**src/design/rwmv_pkg.sv**
```systemverilog
// ----------------------------------------------------------------------------
// rwmv_pkg
// Shared types and sizes for the ring window mean/variance core.
// ----------------------------------------------------------------------------
package rwmv_pkg;

  // Ring geometry: DEPTH slots, at most DEPTH-1 samples held.
  localparam int DEPTH  = 16;
  localparam int ADDR_W = $clog2(DEPTH);

  // Field widths of one transaction.
  localparam int OP_W     = 2;
  localparam int SMP_W    = 16;
  localparam int IDX_W    = 4;
  localparam int STAT_W   = 2;
  localparam int CNT_W    = 4;
  localparam int MEAN_W   = 24;
  localparam int VAR_W    = 38;
  localparam int IN_DW    = 24;
  localparam int OUT_DW   = 88;

  // Accumulator and divider sizes for a window of up to 15 samples.
  localparam int SUM_W    = 21;   // signed sum of samples
  localparam int SQ_W     = 34;   // sum of squares
  localparam int NQ_W     = 38;   // count * sum of squares
  localparam int SS_W     = 42;   // sum * sum, full signed product
  localparam int DIV_W    = 46;   // dividend bits, Q.8 scaled
  localparam int DCNT_W   = 6;
  localparam int FRAC_W   = 8;
  localparam int DSV_W    = 8;    // count * count

  typedef enum logic [OP_W-1:0] {
    OP_PUSH  = 2'd0,
    OP_READ  = 2'd1,
    OP_STATS = 2'd2
  } op_t;

  typedef enum logic [STAT_W-1:0] {
    STS_OK    = 2'd0,
    STS_EMPTY = 2'd1,
    STS_RANGE = 2'd2
  } status_t;

  typedef enum logic [2:0] {
    ST_IDLE,
    ST_READ,
    ST_SUM,
    ST_MUL,
    ST_LOAD,
    ST_DIV,
    ST_FIN,
    ST_DONE
  } state_t;

endpackage

```
**src/design/ring_window_mean_variance_core.sv**
```systemverilog
// Throughput: one transaction at a time; stats time is set by the memory walk
// (one slot per cycle) and the bit-serial divider (46 steps, one quotient bit each).
// Reset: synchronous, active low; clears pointers, state and output valid.
// The sample memory is not cleared; only data from written slots is ever used.
// ----------------------------------------------------------------------------
// ring_window_mean_variance_core
// Ring store of signed samples with indexed reads and window mean/variance.
// ----------------------------------------------------------------------------
module ring_window_mean_variance_core (
  input  logic                           clk,
  input  logic                           rst_n,
  // input channel
  input  logic                           in_tvalid,
  output logic                           in_tready,
  input  logic [rwmv_pkg::IN_DW-1:0]     in_tdata,   // [15:0] sample, [19:16] index
  input  logic [rwmv_pkg::OP_W-1:0]      in_tuser,   // [1:0] operation
  // result channel
  output logic                           out_tvalid,
  input  logic                           out_tready,
  output logic [rwmv_pkg::OUT_DW-1:0]    out_tdata,  // [15:0] read_value, [19:16] held_count,
                                                     // [43:20] mean_q8, [81:44] variance_q8
  output logic [rwmv_pkg::STAT_W-1:0]    out_tuser   // [1:0] status
);

  localparam int AW = rwmv_pkg::ADDR_W;

  // --------------------------------------------------------------------------
  // Pointer helpers: advance with wrap, and add an offset modulo DEPTH.
  // --------------------------------------------------------------------------
  function automatic logic [AW-1:0] wrap_inc(input logic [AW-1:0] p);
    return (p == AW'(rwmv_pkg::DEPTH - 1)) ? '0 : p + 1'b1;
  endfunction

  function automatic logic [AW-1:0] wrap_add(input logic [AW-1:0] a, input logic [AW-1:0] b);
    logic [AW:0] s;
    s = {1'b0, a} + {1'b0, b};
    if (s >= (AW+1)'(rwmv_pkg::DEPTH)) begin
      s = s - (AW+1)'(rwmv_pkg::DEPTH);
    end
    return s[AW-1:0];
  endfunction

  // --------------------------------------------------------------------------
  // Input field unpacking
  // --------------------------------------------------------------------------
  rwmv_pkg::op_t                      in_op;
  logic signed [rwmv_pkg::SMP_W-1:0]  in_sample;
  logic [rwmv_pkg::IDX_W-1:0]         in_index;

  assign in_op     = rwmv_pkg::op_t'(in_tuser);
  assign in_sample = in_tdata[15:0];
  assign in_index  = in_tdata[19:16];

  // --------------------------------------------------------------------------
  // Registers
  // --------------------------------------------------------------------------
  rwmv_pkg::state_t                   state_r, state_nxt;
  logic [AW-1:0]                      oldest_r, oldest_nxt;
  logic [AW-1:0]                      next_r, next_nxt;

  // stats walk
  logic [AW-1:0]                      walk_ptr_r, walk_ptr_nxt;
  logic [AW-1:0]                      cnt_r, cnt_nxt;
  logic                               pend_r, pend_nxt;
  logic [AW-1:0]                      n_r, n_nxt;
  logic signed [rwmv_pkg::SUM_W-1:0]  sum_r, sum_nxt;
  logic [rwmv_pkg::SQ_W-1:0]          sq_r, sq_nxt;

  // products and divider
  logic [rwmv_pkg::NQ_W-1:0]          nq_r, nq_nxt;
  logic [rwmv_pkg::VAR_W-1:0]         ss_r, ss_nxt;
  logic                               neg_r, neg_nxt;
  logic [rwmv_pkg::DIV_W-1:0]         dv_r, dv_nxt;
  logic [rwmv_pkg::DIV_W-1:0]         dm_r, dm_nxt;
  logic [rwmv_pkg::DSV_W-1:0]         dsv_r, dsv_nxt;
  logic [rwmv_pkg::DSV_W-1:0]         rv_r, rv_nxt;
  logic [AW-1:0]                      rm_r, rm_nxt;
  logic [rwmv_pkg::DCNT_W-1:0]        dcnt_r, dcnt_nxt;

  // pending result of the current transaction
  rwmv_pkg::status_t                  res_status_r, res_status_nxt;
  logic [rwmv_pkg::SMP_W-1:0]         res_read_r, res_read_nxt;
  logic [rwmv_pkg::MEAN_W-1:0]        res_mean_r, res_mean_nxt;
  logic [rwmv_pkg::VAR_W-1:0]         res_var_r, res_var_nxt;

  // output register
  logic                               out_valid_r, out_valid_nxt;
  rwmv_pkg::status_t                  out_status_r;
  logic [rwmv_pkg::SMP_W-1:0]         out_read_r;
  logic [rwmv_pkg::CNT_W-1:0]         out_held_r;
  logic [rwmv_pkg::MEAN_W-1:0]        out_mean_r;
  logic [rwmv_pkg::VAR_W-1:0]         out_var_r;
  logic                               out_load;

  // sample memory, one write and one registered read port
  logic [rwmv_pkg::SMP_W-1:0]         store_mem [rwmv_pkg::DEPTH];
  logic signed [rwmv_pkg::SMP_W-1:0]  rd_data_r;
  logic [AW-1:0]                      rd_addr;
  logic                               mem_we;

  // --------------------------------------------------------------------------
  // Combinational helpers
  // --------------------------------------------------------------------------
  logic [AW:0]                        held_ext;
  logic [AW-1:0]                      held_w;
  logic signed [31:0]                 sqr_w;
  logic signed [rwmv_pkg::SS_W-1:0]   ss_w;
  logic [rwmv_pkg::SUM_W-1:0]         abs_w;
  logic [rwmv_pkg::DSV_W:0]           tv_w;
  logic [AW:0]                        tm_w;
  logic                               qv_w, qm_w;

  // Held count from the two pointers.
  always_comb begin
    if (next_r >= oldest_r) begin
      held_ext = {1'b0, next_r} - {1'b0, oldest_r};
    end else begin
      held_ext = {1'b0, next_r} + (AW+1)'(rwmv_pkg::DEPTH) - {1'b0, oldest_r};
    end
    held_w = held_ext[AW-1:0];
  end

  assign sqr_w = rd_data_r * rd_data_r;
  assign ss_w  = sum_r * sum_r;
  assign abs_w = sum_r[rwmv_pkg::SUM_W-1] ? rwmv_pkg::SUM_W'(-sum_r)
                                          : rwmv_pkg::SUM_W'(sum_r);

  // One restoring step for each of the two quotients.
  assign tv_w = {rv_r, dv_r[rwmv_pkg::DIV_W-1]};
  assign qv_w = (tv_w >= {1'b0, dsv_r});
  assign tm_w = {rm_r, dm_r[rwmv_pkg::DIV_W-1]};
  assign qm_w = (tm_w >= {1'b0, n_r});

  assign in_tready = (state_r == rwmv_pkg::ST_IDLE);
  assign out_load  = (state_r == rwmv_pkg::ST_DONE) && (!out_valid_r || out_tready);

  // --------------------------------------------------------------------------
  // Next state and datapath control
  // --------------------------------------------------------------------------
  always_comb begin
    state_nxt      = state_r;
    oldest_nxt     = oldest_r;
    next_nxt       = next_r;
    walk_ptr_nxt   = walk_ptr_r;
    cnt_nxt        = cnt_r;
    pend_nxt       = pend_r;
    n_nxt          = n_r;
    sum_nxt        = sum_r;
    sq_nxt         = sq_r;
    nq_nxt         = nq_r;
    ss_nxt         = ss_r;
    neg_nxt        = neg_r;
    dv_nxt         = dv_r;
    dm_nxt         = dm_r;
    dsv_nxt        = dsv_r;
    rv_nxt         = rv_r;
    rm_nxt         = rm_r;
    dcnt_nxt       = dcnt_r;
    res_status_nxt = res_status_r;
    res_read_nxt   = res_read_r;
    res_mean_nxt   = res_mean_r;
    res_var_nxt    = res_var_r;
    rd_addr        = walk_ptr_r;
    mem_we         = 1'b0;

    case (state_r)
      rwmv_pkg::ST_IDLE: begin
        rd_addr = wrap_add(oldest_r, in_index);
        if (in_tvalid) begin
          res_status_nxt = rwmv_pkg::STS_OK;
          res_read_nxt   = '0;
          res_mean_nxt   = '0;
          res_var_nxt    = '0;
          state_nxt      = rwmv_pkg::ST_DONE;
          case (in_op)
            rwmv_pkg::OP_PUSH: begin
              // write at the next slot; drop the oldest when the ring fills
              mem_we   = 1'b1;
              next_nxt = wrap_inc(next_r);
              if (wrap_inc(next_r) == oldest_r) begin
                oldest_nxt = wrap_inc(oldest_r);
              end
            end
            rwmv_pkg::OP_READ: begin
              if (AW'(in_index) >= held_w) begin
                res_status_nxt = rwmv_pkg::STS_RANGE;
              end else begin
                state_nxt = rwmv_pkg::ST_READ;
              end
            end
            rwmv_pkg::OP_STATS: begin
              if (held_w == '0) begin
                res_status_nxt = rwmv_pkg::STS_EMPTY;
              end else begin
                n_nxt        = held_w;
                walk_ptr_nxt = oldest_r;
                cnt_nxt      = '0;
                pend_nxt     = 1'b0;
                sum_nxt      = '0;
                sq_nxt       = '0;
                state_nxt    = rwmv_pkg::ST_SUM;
              end
            end
            default: begin
              // unused code: report the count, change nothing
            end
          endcase
        end
      end

      rwmv_pkg::ST_READ: begin
        res_read_nxt = rd_data_r;
        state_nxt    = rwmv_pkg::ST_DONE;
      end

      rwmv_pkg::ST_SUM: begin
        // issue one slot per cycle, accumulate the word read the cycle before
        if (cnt_r != n_r) begin
          walk_ptr_nxt = wrap_inc(walk_ptr_r);
          cnt_nxt      = cnt_r + 1'b1;
          pend_nxt     = 1'b1;
        end else begin
          pend_nxt = 1'b0;
        end
        if (pend_r) begin
          sum_nxt = sum_r + rwmv_pkg::SUM_W'(rd_data_r);
          sq_nxt  = sq_r + {2'b00, sqr_w};
        end
        if ((cnt_r == n_r) && !pend_r) begin
          state_nxt = rwmv_pkg::ST_MUL;
        end
      end

      rwmv_pkg::ST_MUL: begin
        nq_nxt    = rwmv_pkg::NQ_W'(n_r) * rwmv_pkg::NQ_W'(sq_r);
        ss_nxt    = ss_w[rwmv_pkg::VAR_W-1:0];
        neg_nxt   = sum_r[rwmv_pkg::SUM_W-1];
        dm_nxt    = {{(rwmv_pkg::DIV_W - rwmv_pkg::SUM_W - rwmv_pkg::FRAC_W){1'b0}},
                     abs_w, {rwmv_pkg::FRAC_W{1'b0}}};
        dsv_nxt   = rwmv_pkg::DSV_W'(n_r) * rwmv_pkg::DSV_W'(n_r);
        state_nxt = rwmv_pkg::ST_LOAD;
      end

      rwmv_pkg::ST_LOAD: begin
        dv_nxt    = {nq_r - ss_r, {rwmv_pkg::FRAC_W{1'b0}}};
        rv_nxt    = '0;
        rm_nxt    = '0;
        dcnt_nxt  = '0;
        state_nxt = rwmv_pkg::ST_DIV;
      end

      rwmv_pkg::ST_DIV: begin
        rv_nxt   = qv_w ? rwmv_pkg::DSV_W'(tv_w - {1'b0, dsv_r}) : tv_w[rwmv_pkg::DSV_W-1:0];
        rm_nxt   = qm_w ? AW'(tm_w - {1'b0, n_r}) : tm_w[AW-1:0];
        dv_nxt   = {dv_r[rwmv_pkg::DIV_W-2:0], qv_w};
        dm_nxt   = {dm_r[rwmv_pkg::DIV_W-2:0], qm_w};
        dcnt_nxt = dcnt_r + 1'b1;
        if (dcnt_r == rwmv_pkg::DCNT_W'(rwmv_pkg::DIV_W - 1)) begin
          state_nxt = rwmv_pkg::ST_FIN;
        end
      end

      rwmv_pkg::ST_FIN: begin
        // restore the sign of the mean; truncation is toward zero
        res_mean_nxt = neg_r ? rwmv_pkg::MEAN_W'(-dm_r[rwmv_pkg::MEAN_W-1:0])
                             : dm_r[rwmv_pkg::MEAN_W-1:0];
        res_var_nxt  = dv_r[rwmv_pkg::VAR_W-1:0];
        state_nxt    = rwmv_pkg::ST_DONE;
      end

      rwmv_pkg::ST_DONE: begin
        // hold until the output register is free
        if (out_load) begin
          state_nxt = rwmv_pkg::ST_IDLE;
        end
      end

      default: begin
        state_nxt = rwmv_pkg::ST_IDLE;
      end
    endcase
  end

  always_comb begin
    out_valid_nxt = out_valid_r;
    if (out_load) begin
      out_valid_nxt = 1'b1;
    end else if (out_tready) begin
      out_valid_nxt = 1'b0;
    end
  end

  // --------------------------------------------------------------------------
  // State and control registers
  // --------------------------------------------------------------------------
  always_ff @(posedge clk) begin
    if (!rst_n) begin
      state_r     <= rwmv_pkg::ST_IDLE;
      oldest_r    <= '0;
      next_r      <= '0;
      out_valid_r <= 1'b0;
      pend_r      <= 1'b0;
    end else begin
      state_r     <= state_nxt;
      oldest_r    <= oldest_nxt;
      next_r      <= next_nxt;
      out_valid_r <= out_valid_nxt;
      pend_r      <= pend_nxt;
    end
  end

  // Payload registers, no reset.
  always_ff @(posedge clk) begin
    walk_ptr_r   <= walk_ptr_nxt;
    cnt_r        <= cnt_nxt;
    n_r          <= n_nxt;
    sum_r        <= sum_nxt;
    sq_r         <= sq_nxt;
    nq_r         <= nq_nxt;
    ss_r         <= ss_nxt;
    neg_r        <= neg_nxt;
    dv_r         <= dv_nxt;
    dm_r         <= dm_nxt;
    dsv_r        <= dsv_nxt;
    rv_r         <= rv_nxt;
    rm_r         <= rm_nxt;
    dcnt_r       <= dcnt_nxt;
    res_status_r <= res_status_nxt;
    res_read_r   <= res_read_nxt;
    res_mean_r   <= res_mean_nxt;
    res_var_r    <= res_var_nxt;
    if (out_load) begin
      out_status_r <= res_status_r;
      out_read_r   <= res_read_r;
      out_held_r   <= rwmv_pkg::CNT_W'(held_w);
      out_mean_r   <= res_mean_r;
      out_var_r    <= res_var_r;
    end
  end

  // Sample memory. A push may write the slot that the idle read addresses in the
  // same cycle; that read data is then never used, since only a read takes it.
  always_ff @(posedge clk) begin
    if (mem_we) begin
      store_mem[next_r] <= in_sample;
    end
    rd_data_r <= store_mem[rd_addr];
  end

  // --------------------------------------------------------------------------
  // Output packing
  // --------------------------------------------------------------------------
  assign out_tvalid = out_valid_r;
  assign out_tuser  = out_status_r;
  assign out_tdata  = {6'b0, out_var_r, out_mean_r, out_held_r, out_read_r};

  // --------------------------------------------------------------------------
  // Assertions
  // --------------------------------------------------------------------------
  a_push_nonempty: assert property (@(posedge clk) disable iff (!rst_n)
    (in_tvalid && in_tready && (in_op == rwmv_pkg::OP_PUSH)) |=> (held_w != '0))
    else $error("ring empty after a push");

  a_nonpush_ptrs: assert property (@(posedge clk) disable iff (!rst_n)
    (in_tvalid && in_tready && (in_op != rwmv_pkg::OP_PUSH))
      |=> ($stable(oldest_r) && $stable(next_r)))
    else $error("pointers moved on a non-push transaction");

  a_walk_nonzero: assert property (@(posedge clk) disable iff (!rst_n)
    (state_r == rwmv_pkg::ST_SUM) |-> (n_r != '0))
    else $error("stats walk started on an empty ring");

  a_div_rem: assert property (@(posedge clk) disable iff (!rst_n)
    (state_r == rwmv_pkg::ST_DIV) |-> ((rv_r < dsv_r) && (rm_r < n_r)))
    else $error("divider remainder out of range");

  a_done_valid: assert property (@(posedge clk) disable iff (!rst_n)
    out_load |=> (out_tvalid && (state_r == rwmv_pkg::ST_IDLE)))
    else $error("result not presented after completion");

endmodule
```
**config.mk**
```make
export PLATFORM = sky130hd
export DESIGN_NAME = ring_window_mean_variance_core
export DESIGN_NICKNAME = d
export VERILOG_FILES = /design/src/design/rwmv_pkg.sv /design/src/design/ring_window_mean_variance_core.sv
export SDC_FILE = /design/constraint.sdc
export NUM_CORES = 2
export LEC_CHECK = 0
export BUFFER_PORTS_ARGS = -buffer_cell sky130_fd_sc_hd__buf_2
export CORE_MARGIN = 1
export CORE_UTILIZATION = 60
export CTS_CLUSTER_DIAMETER = 40
export CTS_CLUSTER_SIZE = 12
export DETAILED_ROUTE_END_ITERATION = 12
export PLACE_DENSITY = 0.77
export SYNTH_ARGS = -nofsm -noshare
export SYNTH_HDL_FRONTEND = slang
export SYNTH_SLANG_ARGS = --single-unit
```
**constraint.sdc**
```tcl
create_clock -name clk -period 18.8 [get_ports clk]
set_input_delay 0.94 -clock clk [delete_from_list [all_inputs] [get_ports clk]]
set_output_delay 0.94 -clock clk [all_outputs]
set_load 0.01 [all_outputs]
```
==> qor.yml <==
gp_congestion: 0.947
vias: 38700
grt_max_degree: 89
tightestPinTransition_ns: 1.16
rsz0062_at_grt: "no"
wire_per_inst_microns: 18.7
min_from: "res_read_r[15]"
ys_ff_latch: 709
viasPerCell: 5.64
r2r_end: "sq_r[33]"
ff2ff_path_depth: 28
grt_pass1_vias: 39700
post_cts_buffers: 0
worstPathMaxFanout: 13
cap_violations: 0
drt_iter0_drc: 2669
crit_required_ns: 19.20
clock_latency_ns: 0.67
ys_warn_count: 0
topRoutingLayerUsed: "met5"
clock_sinks: 709
slew_headroom_pct: 21.7
met3WireLength_mm: 7.61
die_w_microns: 314
antenna_found_initial: 3
crit_type: "reg2reg"
grt_first_pass_wirelength_mm: 207
cts.clk_slew.worst_paths_ns: 0.06
status: "finished clean"
synthFlopType: "edfxtp_1"
cts_buffer_depth: 3
cts_tree: "built"
die_h_microns: 314
met1_length_mm: 51.8
drc: 0
critPathLaunch: "rd_data_r[1]"
slowest_stage: "dfxtp_1"
timing.rr.start: "rd_data_r[1]"
max_freq_ghz: 0.107
cpPeakStageDelay_ns: 0.85
drive_above_1_share_pct: 6.87
regToRegSetupSlack_ns: 9.46
core-area_sq_um: 96600
cts_hold_buf: 0
ys_types: 86
drv_slew: 0
cts_resized: 0
layout.nets: 6624
initial_utilization_pct: 60.5
post-route-min-period_ns: 9.34
netlist_area_sq_um: 58400
rows: 114
grt-ovfl-total: 0
setup_violations: 0
finalHoldViolCount: 0
netlist_instances: 5442
ys_async_sr_fraction_pct: 0
route.met2.wl_mm: 63.7
routed_wl_mm: 128
h-tree-depth: 3
ios: 122
cts_buffers: 88
ys_seq_area_share_pct: 36.0
cp-start-kind: "flip-flop"
skew_ns: 0.0409
dieArea_sq_um: 98600
dr.pass1.iters: 5
syn_to_final_growth_pct: 8.64
min_path_type: "reg2reg"
port_buffers: 111
postSynthAreaPerCell_sq_um: 10.7
worstPathArrival_ns: 9.74
fin_crit_sh_pct: 49.7
cpMostUsedCell: "fa_1"
fin_util_pct: 65.7
ant_nets: 0
setup_tns_ns: 0
grt.total_usage_pct: 26.8
crit_path_end: "sq_r[33]"
dpl.hpwl_mm: 93.2
cts_root_buf: "clkbuf_16"
end_kind: "flip-flop"
synth-edff-count: 680
## cell usage in the layout (no fill, tap or decap), types with 33 or more instances in the layout
cell       instances
fa_1             689
a31oi_1           53
nand3_1           49
a21o_1            74
and2_1           286
inv_1            914
buf_2            111
nor3_1            42
o21ai_0          124
edfxtp_1         680
nand2b_1          38
nor2_1           324
xor2_1           108
ha_1             380
a21oi_1          236
nor2b_1           33
buf_4             70
nand2_1          553
a311oi_1          36
a211oi_1          97
clkbuf_16         88
xnor2_1          169
## cell type report
type,count,area [sq um]
multi-input cells,3621,33400
fillers,7204,33100
flip-flops and latches,709,21000
inverters,924,3470
clock buffers,109,2280
well taps,1276,1600
repair buffers,181,1080
clock inverters,49,634
diodes,2,5.00
## through the flow
step	cells	area [sq um]	hold WS, ns	worst slack (ns)
floorplan	5447	58400	0.400	11.33
global placement	6711	60500	0.402	9.82
detailed placement	6711	60500	0.405	9.61
CTS	6869	63400	0.391	9.57
global route	6869	63400	0.398	9.07
finish	6871	63400	0.389	9.46
## synth_stat cells, types with 25 or more instances
cell type / n / area [sq um]
o21ai_0: 125 / 626
xnor2_1: 169 / 1480
fa_1: 689 / 13800
xor2_1: 108 / 946
and3_1: 25 / 156
inv_1: 914 / 3430
o21a_1: 28 / 210
nor2_1: 327 / 1230
o21bai_1: 26 / 195
a21oi_1: 239 / 1200
ha_1: 380 / 4750
nor3_1: 49 / 245
nand2b_1: 39 / 244
a211oi_1: 97 / 728
clkbuf_1: 166 / 623
a311oi_1: 36 / 315
nand3_1: 49 / 245
dfxtp_1: 29 / 581
a31oi_1: 53 / 332
nor2b_1: 35 / 219
a21o_1: 75 / 563
nand2_1: 555 / 2080
and2_1: 286 / 1790
edfxtp_1: 680 / 20400
## logic make-up after synthesis
logic type | Yosys count | share of synthesized area, %
AOI/OAI and AO/OA | 795 | 8.87
xor gates and xnor gates | 277 | 4.15
adders and majority gates | 1069 | 31.8
buffers and inverters | 1117 | 7.24
DFF | 709 | 36.0
muxes | 9 | 0.161
other | 1 | 0.00642
and+or+nand+nor | 1465 | 11.8
## critical path, delay by kind of cell (launching register included)
kind | cells | cell delay [ns]
buf+inv | 3 | 0.69
flops | 1 | 0.85
simple gates | 4 | 0.81
compound gates | 12 | 2.85
fa+ha+maj | 8 | 3.59
xor+xnor | 1 | 0.25
## per-layer routing
metal  vias to the layer above  track usage [%]
met2                      1182             46.0
met1                     19200             34.6
met4                         2             10.1
met3                       307             3.81
met5                         -                0
li1                      18000                -
## sequential cells by signal, summed over array words and instances (netlist names), 6 cells and up
name / cells
store_mem: 256
dm_r: 46
dv_r: 46
nq_r: 38
out_var_r: 38
res_var_r: 38
ss_r: 37
sq_r: 34
out_mean_r: 24
res_mean_r: 24
sum_r: 21
out_read_r: 16
rd_data_r: 16
res_read_r: 16
rv_r: 8
dsv_r: 7
dcnt_r: 6
## how the worst min path moves through the flow
stage	to	slack (ns)	cells after the start
after CTS	out_read_r[15]	0.39	0
after floorplan	out_mean_r[0]	0.40	0
after detailed placement	out_read_r[14]	0.40	0
after global placement	out_read_r[0]	0.40	0
after global routing	out_read_r[15]	0.40	0
final	out_read_r[15]	0.39	0
Power is not shown: default switching activity piles up to over one toggle a cycle in this logic, so the estimate is an artifact.
